--- src/rtl/core/char_lcd_nibble_writer_core_assert.svh ---
// Assertion macros for the character LCD nibble writer core
`ifndef CHAR_LCD_NIBBLE_WRITER_CORE_ASSERT_SVH
`define CHAR_LCD_NIBBLE_WRITER_CORE_ASSERT_SVH

// same-cycle implication, disabled during reset
`define CLNW_ASSERT_IMP(label, clk, rst, ante, cons) \
   label: assert property (@(posedge clk) disable iff (rst) (ante) |-> (cons)) \
      else $error("char_lcd_nibble_writer_core: assertion failed");

// next-cycle implication, disabled during reset
`define CLNW_ASSERT_NXT(label, clk, rst, ante, cons) \
   label: assert property (@(posedge clk) disable iff (rst) (ante) |=> (cons)) \
      else $error("char_lcd_nibble_writer_core: assertion failed");

`endif

--- src/rtl/core/clnw_pkg.sv ---
// Package with shared types, codes and the nibble sequence table of the LCD writer
`default_nettype none
package clnw_pkg;

   localparam int ACTION_W = 3;
   localparam int CHAR_W = 8;
   localparam int LINE_W = 8;
   localparam int ADDR_W = 7;
   localparam int PORT_W = 8;
   localparam int ROWS = 4;
   localparam int ROW_IDX_W = 2;
   localparam int NIB_PTR_W = 4;

   localparam logic [ACTION_W-1:0] ACT_INIT      = 3'd0;
   localparam logic [ACTION_W-1:0] ACT_CLEAR     = 3'd1;
   localparam logic [ACTION_W-1:0] ACT_NEXT_LINE = 3'd2;
   localparam logic [ACTION_W-1:0] ACT_MOVE_LINE = 3'd3;
   localparam logic [ACTION_W-1:0] ACT_SET_ADDR  = 3'd4;
   localparam logic [ACTION_W-1:0] ACT_WRITE_CHR = 3'd5;

   localparam logic [ROW_IDX_W-1:0] CSR_ROW0 = 2'd0;
   localparam logic [ROW_IDX_W-1:0] CSR_ROW1 = 2'd1;
   localparam logic [ROW_IDX_W-1:0] CSR_ROW2 = 2'd2;
   localparam logic [ROW_IDX_W-1:0] CSR_ROW3 = 2'd3;

   localparam logic [ADDR_W-1:0] ROW0_RESET = 7'd0;
   localparam logic [ADDR_W-1:0] ROW1_RESET = 7'd64;
   localparam logic [ADDR_W-1:0] ROW2_RESET = 7'd20;
   localparam logic [ADDR_W-1:0] ROW3_RESET = 7'd84;

   localparam logic [1:0] MODE_INIT  = 2'd0;
   localparam logic [1:0] MODE_CLEAR = 2'd1;
   localparam logic [1:0] MODE_ADDR  = 2'd2;
   localparam logic [1:0] MODE_CHAR  = 2'd3;

   localparam logic [NIB_PTR_W-1:0] SEQ_INIT_START  = 4'd0;
   localparam logic [NIB_PTR_W-1:0] SEQ_CLEAR_START = 4'd10;
   localparam logic [NIB_PTR_W-1:0] SEQ_LAST        = 4'd13;
   localparam logic [NIB_PTR_W-1:0] PAIR_START      = 4'd0;

   typedef struct packed {
      logic [1:0]        mode;
      logic [CHAR_W-1:0] cmd_byte;
   } cmd_type;

   typedef struct packed {
      logic not_empty;
      logic pop;
   } fifo_ctl_type;

   function automatic logic [3:0] seq_nibble(input logic [NIB_PTR_W-1:0] idx);
      logic [3:0] nib;
      unique case (idx)
         4'd0:    nib = 4'h3;
         4'd1:    nib = 4'h3;
         4'd2:    nib = 4'h3;
         4'd3:    nib = 4'h2;
         4'd4:    nib = 4'h2;
         4'd5:    nib = 4'h8;
         4'd6:    nib = 4'h0;
         4'd7:    nib = 4'hC;
         4'd8:    nib = 4'h0;
         4'd9:    nib = 4'h6;
         4'd10:   nib = 4'h0;
         4'd11:   nib = 4'h1;
         4'd12:   nib = 4'h0;
         4'd13:   nib = 4'h2;
         default: nib = 4'h0;
      endcase
      return nib;
   endfunction

endpackage
`default_nettype wire

--- src/rtl/core/clnw_cmd_fifo.sv ---
// Two-entry command queue between the front and back parts
`default_nettype none
module clnw_cmd_fifo
   import clnw_pkg::*;
(
   input  logic         clock,
   input  logic         reset,
   input  logic         push,
   input  cmd_type      push_cmd,
   output logic         fifo_full,
   input  logic         fifo_pop,
   output logic         fifo_not_empty,
   output cmd_type      head_cmd
);

   cmd_type    entry_ff [2];
   logic       wr_ptr_ff, wr_ptr_in;
   logic       rd_ptr_ff, rd_ptr_in;
   logic [1:0] count_ff, count_in;
   logic       do_push, do_pop;

   assign fifo_full      = (count_ff == 2'd2);
   assign fifo_not_empty = (count_ff != 2'd0);
   assign head_cmd       = entry_ff[rd_ptr_ff];
   assign do_push        = push && !fifo_full;
   assign do_pop         = fifo_pop && fifo_not_empty;

   always_comb begin
      wr_ptr_in = do_push ? ~wr_ptr_ff : wr_ptr_ff;
      rd_ptr_in = do_pop ? ~rd_ptr_ff : rd_ptr_ff;
      count_in  = count_ff;
      if (do_push && !do_pop) begin
         count_in = count_ff + 2'd1;
      end else if (do_pop && !do_push) begin
         count_in = count_ff - 2'd1;
      end
   end

   always_ff @(posedge clock) begin
      if (reset) begin
         wr_ptr_ff <= 1'b0;
         rd_ptr_ff <= 1'b0;
         count_ff  <= 2'd0;
      end else begin
         wr_ptr_ff <= wr_ptr_in;
         rd_ptr_ff <= rd_ptr_in;
         count_ff  <= count_in;
      end
   end

   always_ff @(posedge clock) begin
      if (do_push) begin
         entry_ff[wr_ptr_ff] <= push_cmd;
      end
   end

endmodule
`default_nettype wire

--- src/rtl/core/clnw_front.sv ---
// Front part: accepts actions, holds row registers and line counter, builds commands
`default_nettype none
module clnw_front
   import clnw_pkg::*;
(
   input  logic                 clock,
   input  logic                 reset,
   input  logic                 csr_valid,
   input  logic [ROW_IDX_W-1:0] csr_index,
   input  logic [ADDR_W-1:0]    csr_data,
   input  logic                 accept,
   input  logic [ACTION_W-1:0]  req_action,
   input  logic [CHAR_W-1:0]    req_char_byte,
   input  logic [LINE_W-1:0]    req_line_number,
   input  logic [ADDR_W-1:0]    req_address,
   output logic                 cmd_push,
   output cmd_type              cmd
);

   logic [ADDR_W-1:0]    row_ff [ROWS];
   logic [ROW_IDX_W-1:0] line_ff, line_in;
   logic [ROW_IDX_W-1:0] row_sel;
   logic [ADDR_W-1:0]    row_addr;

   assign row_sel  = (req_action == ACT_MOVE_LINE) ? req_line_number[ROW_IDX_W-1:0] : line_ff;
   assign row_addr = row_ff[row_sel];

   always_comb begin
      cmd_push = accept;
      cmd      = '{mode: MODE_CHAR, cmd_byte: req_char_byte};
      line_in  = line_ff;
      unique case (req_action)
         ACT_INIT: begin
            cmd.mode = MODE_INIT;
            line_in  = '0;
         end
         ACT_CLEAR: begin
            cmd.mode = MODE_CLEAR;
            line_in  = '0;
         end
         ACT_NEXT_LINE: begin
            cmd = '{mode: MODE_ADDR, cmd_byte: {1'b1, row_addr}};
            line_in = line_ff + 2'd1;
         end
         ACT_MOVE_LINE: begin
            cmd = '{mode: MODE_ADDR, cmd_byte: {1'b1, row_addr}};
            line_in = req_line_number[ROW_IDX_W-1:0];
         end
         ACT_SET_ADDR: begin
            cmd = '{mode: MODE_ADDR, cmd_byte: {1'b1, req_address}};
         end
         ACT_WRITE_CHR: begin
            cmd.mode = MODE_CHAR;
         end
         default: begin
            // drop unused action codes
            cmd_push = 1'b0;
         end
      endcase
   end

   always_ff @(posedge clock) begin
      if (reset) begin
         line_ff <= '0;
      end else if (accept) begin
         line_ff <= line_in;
      end
   end

   always_ff @(posedge clock) begin
      if (reset) begin
         row_ff[CSR_ROW0] <= ROW0_RESET;
         row_ff[CSR_ROW1] <= ROW1_RESET;
         row_ff[CSR_ROW2] <= ROW2_RESET;
         row_ff[CSR_ROW3] <= ROW3_RESET;
      end else if (csr_valid) begin
         row_ff[csr_index] <= csr_data;
      end
   end

endmodule
`default_nettype wire

--- src/rtl/core/clnw_back.sv ---
// Back part: walks the nibble sequence of each command and emits port writes
`default_nettype none
module clnw_back
   import clnw_pkg::*;
(
   input  logic              clock,
   input  logic              reset,
   input  logic              head_valid,
   input  cmd_type           head_cmd,
   output fifo_ctl_type      fifo_ctl,
   output logic              empty,
   input  logic              pop,
   output logic [PORT_W-1:0] rsp_port_value,
   output logic              rsp_wait_long,
   output logic              rsp_last
);

   logic                 busy_ff, busy_in;
   logic [1:0]           mode_ff;
   logic [CHAR_W-1:0]    byte_ff;
   logic [NIB_PTR_W-1:0] ptr_ff, ptr_in;
   logic                 phase_ff, phase_in;
   logic                 out_valid_ff, out_valid_in;
   logic [PORT_W-1:0]    out_value_ff;
   logic                 out_wait_ff;
   logic                 out_last_ff;

   logic                 is_seq;
   logic [3:0]           nib;
   logic [PORT_W-1:0]    value;
   logic                 step_last;
   logic                 wait_flag;
   logic                 emit;
   logic                 load;

   always_comb begin
      is_seq    = (mode_ff == MODE_INIT) || (mode_ff == MODE_CLEAR);
      nib       = is_seq ? seq_nibble(ptr_ff) : (ptr_ff[0] ? byte_ff[3:0] : byte_ff[7:4]);
      value     = {(mode_ff == MODE_CHAR), 1'b0, ~phase_ff,
                   nib[0], nib[1], nib[2], nib[3], 1'b0};
      step_last = phase_ff && (is_seq ? (ptr_ff == SEQ_LAST) : ptr_ff[0]);
      wait_flag = (mode_ff == MODE_INIT) && (ptr_ff == SEQ_INIT_START) && phase_ff;
      emit      = busy_ff && (!out_valid_ff || pop);
      load      = head_valid && (!busy_ff || (emit && step_last));
   end

   assign fifo_ctl = '{not_empty: head_valid, pop: load};

   always_comb begin
      busy_in  = busy_ff;
      ptr_in   = ptr_ff;
      phase_in = phase_ff;
      priority if (load) begin
         busy_in  = 1'b1;
         ptr_in   = (head_cmd.mode == MODE_CLEAR) ? SEQ_CLEAR_START :
                    ((head_cmd.mode == MODE_INIT) ? SEQ_INIT_START : PAIR_START);
         phase_in = 1'b0;
      end else if (emit) begin
         if (step_last) begin
            busy_in = 1'b0;
         end else begin
            phase_in = ~phase_ff;
            ptr_in   = ptr_ff + {{(NIB_PTR_W-1){1'b0}}, phase_ff};
         end
      end else begin
         // hold
      end
      out_valid_in = emit ? 1'b1 : (pop ? 1'b0 : out_valid_ff);
   end

   always_ff @(posedge clock) begin
      if (reset) begin
         busy_ff      <= 1'b0;
         out_valid_ff <= 1'b0;
      end else begin
         busy_ff      <= busy_in;
         out_valid_ff <= out_valid_in;
      end
   end

   always_ff @(posedge clock) begin
      ptr_ff   <= ptr_in;
      phase_ff <= phase_in;
      if (load) begin
         mode_ff <= head_cmd.mode;
         byte_ff <= head_cmd.cmd_byte;
      end
      if (emit) begin
         out_value_ff <= value;
         out_wait_ff  <= wait_flag;
         out_last_ff  <= step_last;
      end
   end

   assign empty          = !out_valid_ff;
   assign rsp_port_value = out_value_ff;
   assign rsp_wait_long  = out_wait_ff;
   assign rsp_last       = out_last_ff;

endmodule
`default_nettype wire

--- src/rtl/core/char_lcd_nibble_writer_core.sv ---
// Top level of the character LCD nibble writer: front, command queue, back
//
//   channel  handshake           payload
//   req      push / full         action, char_byte, line_number, address
//   rsp      empty / pop         port_value, wait_long, last
//   csr      valid / ready       index (row register), data
//
// One port write per cycle leaves the back part unless rsp stalls; the nibble
// walker sends 2 nibbles (address, character), 4 (clear) or 14 (init).
// The two-entry queue takes new actions while a command is being written.
// Reset is synchronous: row registers return to 0/64/20/84, line counter to 0.
// A stalled rsp side holds the output register and backs up into req full.
`default_nettype none
`include "char_lcd_nibble_writer_core_assert.svh"
module char_lcd_nibble_writer_core
   import clnw_pkg::*;
(
   input  logic                 clock,
   input  logic                 reset,
   input  logic                 push,
   output logic                 full,
   input  logic [ACTION_W-1:0]  req_action,
   input  logic [CHAR_W-1:0]    req_char_byte,
   input  logic [LINE_W-1:0]    req_line_number,
   input  logic [ADDR_W-1:0]    req_address,
   output logic                 empty,
   input  logic                 pop,
   output logic [PORT_W-1:0]    rsp_port_value,
   output logic                 rsp_wait_long,
   output logic                 rsp_last,
   input  logic                 csr_valid,
   output logic                 csr_ready,
   input  logic [ROW_IDX_W-1:0] csr_index,
   input  logic [ADDR_W-1:0]    csr_data
);

   logic         accept;
   logic         cmd_push;
   cmd_type      cmd;
   cmd_type      head_cmd;
   logic         head_valid;
   fifo_ctl_type fifo_ctl;

   assign csr_ready = 1'b1;
   assign accept    = push && !full;

   clnw_front u_front (
      .clock           (clock),
      .reset           (reset),
      .csr_valid       (csr_valid),
      .csr_index       (csr_index),
      .csr_data        (csr_data),
      .accept          (accept),
      .req_action      (req_action),
      .req_char_byte   (req_char_byte),
      .req_line_number (req_line_number),
      .req_address     (req_address),
      .cmd_push        (cmd_push),
      .cmd             (cmd)
   );

   clnw_cmd_fifo u_fifo (
      .clock          (clock),
      .reset          (reset),
      .push           (cmd_push),
      .push_cmd       (cmd),
      .fifo_full      (full),
      .fifo_pop       (fifo_ctl.pop),
      .fifo_not_empty (head_valid),
      .head_cmd       (head_cmd)
   );

   clnw_back u_back (
      .clock          (clock),
      .reset          (reset),
      .head_valid     (head_valid),
      .head_cmd       (head_cmd),
      .fifo_ctl       (fifo_ctl),
      .empty          (empty),
      .pop            (pop),
      .rsp_port_value (rsp_port_value),
      .rsp_wait_long  (rsp_wait_long),
      .rsp_last       (rsp_last)
   );

   `CLNW_ASSERT_IMP(a_wait_on_low_enable, clock, reset, !empty && rsp_wait_long, !rsp_port_value[5] && !rsp_port_value[7])
   `CLNW_ASSERT_IMP(a_last_on_low_enable, clock, reset, !empty && rsp_last, !rsp_port_value[5])
   `CLNW_ASSERT_IMP(a_pop_needs_entry, clock, reset, fifo_ctl.pop, fifo_ctl.not_empty)
   `CLNW_ASSERT_NXT(a_enable_pairs, clock, reset, !empty && pop && rsp_port_value[5], !empty || $past(full))

endmodule
`default_nettype wire

--- config.mk ---
export PLATFORM = sky130hd
export DESIGN_NAME = char_lcd_nibble_writer_core
export DESIGN_NICKNAME = d
export VERILOG_FILES = /design/src/rtl/core/clnw_pkg.sv /design/src/rtl/core/clnw_cmd_fifo.sv /design/src/rtl/core/clnw_front.sv /design/src/rtl/core/clnw_back.sv /design/src/rtl/core/char_lcd_nibble_writer_core.sv
export VERILOG_INCLUDE_DIRS = /design/src /design/src/rtl/core
export SDC_FILE = /design/constraint.sdc
export NUM_CORES = 1
export LEC_CHECK = 0
export BUFFER_PORTS_ARGS = -buffer_cell sky130_fd_sc_hd__buf_2
export CAP_MARGIN = 20
export CORE_MARGIN = 8
export CORE_UTILIZATION = 34
export DETAILED_ROUTE_END_ITERATION = 16
export HOLD_SLACK_MARGIN = 0.05
export SLEW_MARGIN = 20
export SYNTH_ARGS = -nofsm -noshare
export SYNTH_HDL_FRONTEND = slang
export SYNTH_SLANG_ARGS = --single-unit
--- constraint.sdc ---
create_clock -name clock -period 3 [get_ports clock]
set_clock_uncertainty 0.15 [all_clocks]
set_input_delay 0 -clock clock [delete_from_list [all_inputs] [get_ports clock]]
set_output_delay 0 -clock clock [all_outputs]
set_load 0.02 [all_outputs]
==> metrics.txt <==
status=finished, final reports clean; most used cell, CP=dlygate4sd3_1; most common cell after layout, fill and taps aside=edfxtp_1; Post-synth EDFFs=70; initial DRC count=99; synthesized area per cell=13.2 um^2; Fin Setup TNS=0 ns; antenna-violating nets left=0; required time of the worst setup path=3.12 ns; Ys Warns=0; worst setup path class=input port to flip-flop; total global routing overflow=0; #FFs+latches synth=84; Worst-Skew Late Latency=0.33 ns; global-route wire length before repair=13200 um; die height=125 um; antenna violations before repair=0; row count=39; Max-slew headroom=54.2%; Syn-to-layout area delta=26.8%; slowest CP cell=dlygate4sd3_1; port buffer count=43; core area=11500 um^2; CTS tree=done; IO Count=53; Slew Viols, Final=0; crit-path cells=dlygate4sd3_1 > buf_2 > nor2b_1 > nand3_1 > dlygate4sd3_1 > a311oi_1 > dlygate4sd3_1; Root Buffer=clkbuf_16; routed len/inst=13.8 um; Post-synth ARST share=0%; pre-CTS setup slack=0.506 ns; Post-Syn Area=4010 um^2; # clock sinks=84; drt drc=0; Via density=4.76; register area share after synthesis=59.4%; largest net degree at the start of global routing=17; CP max FO=13; Fin. Hold Viols=0; Worst-Margin Slew=0.682 ns; Gate Count Post-Synth=304; CTS max path bufs=2; Initial Util=35.0%; GPL Wtd Cong=0.811; Reg clk slew, reported paths=0.07 ns; ANT cells=0; Leak=1.94 nW; max cap viols=0; die width=125 um; hpwl dp=5630 um; RSZ-0062 raised after global routing=no; CP endpoint kind=flip-flop; GRT Total Usage=10.2%; highest cell delay on the worst timing path=0.58 ns; crit-path leading delay family=buffers and inverters; power per standard cell area=785 nW/um^2; CTS resizes=0; most frequent cells in the layout=edfxtp_1, dlygate4sd3_1, buf_2, and2_1, mux2i_1; Layout fillers=1050; crit path time final=2.62 ns; Die ar.=15500 um^2; Post-CTS Setup Bufs=0; layout cells sized above 1=24.2%; drt total wl=7520 um; Max Freq=382 MHz; top_reg_cell synth=edfxtp_1; critical path launch point type=input port; count of cell types in the netlist=59; vias in the first global route=2796; Util after Layout=44.3%; CTS Hold Bufs=43; buffer and inverter count on the worst path=4; H-tree levels=3; worst IR drop on VDD=0.338 mV; Final WS setup=0.380 ns; via count=2588; number of CTS-inserted buffers=9; DR pass1 iterations=4; crit share post-route=87.3%; setup violators final=0; Worst Path Arrival=2.74 ns; nets@finish=439; worst min-delay path class=input port to flip-flop
[report_power, final]
part           internal [W]  switching, W  total, W
combinational      0.000510      0.000662   0.00117
clock              0.000575      0.000464   0.00104
sequential          0.00161      0.000166   0.00178
total               0.00270       0.00129   0.00399
[routing by layer]
layer | track usage (%) | routed length [um] | vias up
li1 | - | - | 1311
met1 | 11.0 | 3140 | 1226
met2 | 18.5 | 4030 | 45
met3 | 3.02 | 288 | 6
met4 | 3.33 | 65 | 0
met5 | 0 | 0 | -
[metrics by stage]
step / hold WS [ns] / cells / instance area, um^2 / total power (W)
2_1_floorplan: 0.0278 / 305 / 4010 / 0.00269
3_3_place_gp: 0.146 / 485 / 4370 / 0.00291
3_5_place_dp: 0.152 / 485 / 4370 / 0.00294
4_1_cts: 0.0592 / 544 / 5080 / 0.00403
5_1_grt: 0.0816 / 544 / 5080 / 0.00425
6_report: 0.0623 / 544 / 5080 / 0.00399
[worst reg2reg max path: stages, from the launching register on]
cell       delay [ns]
edfxtp_1         0.57
nand2_1          0.19
a2111oi_4        0.46
nor2_1           0.23
ha_1             0.37
or3_1            0.38
a21oi_1          0.14
[cell usage after synthesis (7+ instances only)]
| master | number | area (um^2) |
|---|---|---|
| mux4_2 | 7 | 158 |
| mux2_2 | 12 | 135 |
| and2_1 | 25 | 156 |
| o21ai_0 | 7 | 35.0 |
| a21oi_1 | 18 | 90.1 |
| nor2_1 | 21 | 78.8 |
| dfxtp_1 | 14 | 280 |
| nand2_1 | 11 | 41.3 |
| edfxtp_1 | 70 | 2100 |
| mux2i_1 | 24 | 240 |
| inv_1 | 9 | 33.8 |
| nand2b_1 | 8 | 50.1 |
[kinds of logic after synthesis]
family | synth area share, %
flops | 59.4
compound gates | 7.80
simple gates | 14.0
mux | 13.3
xor+xnor | 1.31
buf+inv | 3.06
other cells | 0.187
fa+ha+maj | 0.936
[layout make-up]
| class | instances | area [um^2] | area share [%] |
|---|---|---|---|
| Multi-Input combinational cell | 199 | 1510 | 29.7 |
| Clock buffer | 9 | 225 | 4.43 |
| Clock inverter | 7 | 60.1 | 1.18 |
| Timing Repair Buffer | 92 | 691 | 13.6 |
| Tap cell | 143 | 179 | 3.52 |
| Sequential cell | 84 | 2380 | 46.9 |
| Inverter | 10 | 37.5 | 0.739 |
[worst paths after layout]
kind                                         from                    to  slack (ns)  depth (start not counted)
worst min-delay path                 csr_index[0]  u_front.row_ff[3][2]        0.06                          2
worst min register to register   u_fifo.rd_ptr_ff             flip-flop        0.36                          2
worst max register to register  u_back.mode_ff[1]    u_fifo.count_ff[1]        0.47                          6
worst max-delay path                req_action[1]    u_front.line_ff[0]        0.38                          7
[sequential cells by signal, indices dropped and copies added (netlist names), 2 cells and up, named ones only]
| name | flops |
|---|---|
| u_front.row_ff | 28 |
| u_fifo.entry_ff | 20 |
| u_back.byte_ff | 8 |
| u_back.rsp_port_value | 6 |
| u_back.ptr_ff | 4 |
| u_back.mode_ff | 2 |
| u_fifo.count_ff | 2 |
| u_front.line_ff | 2 |
No activity file was read; power rests on OpenSTA's default activity.
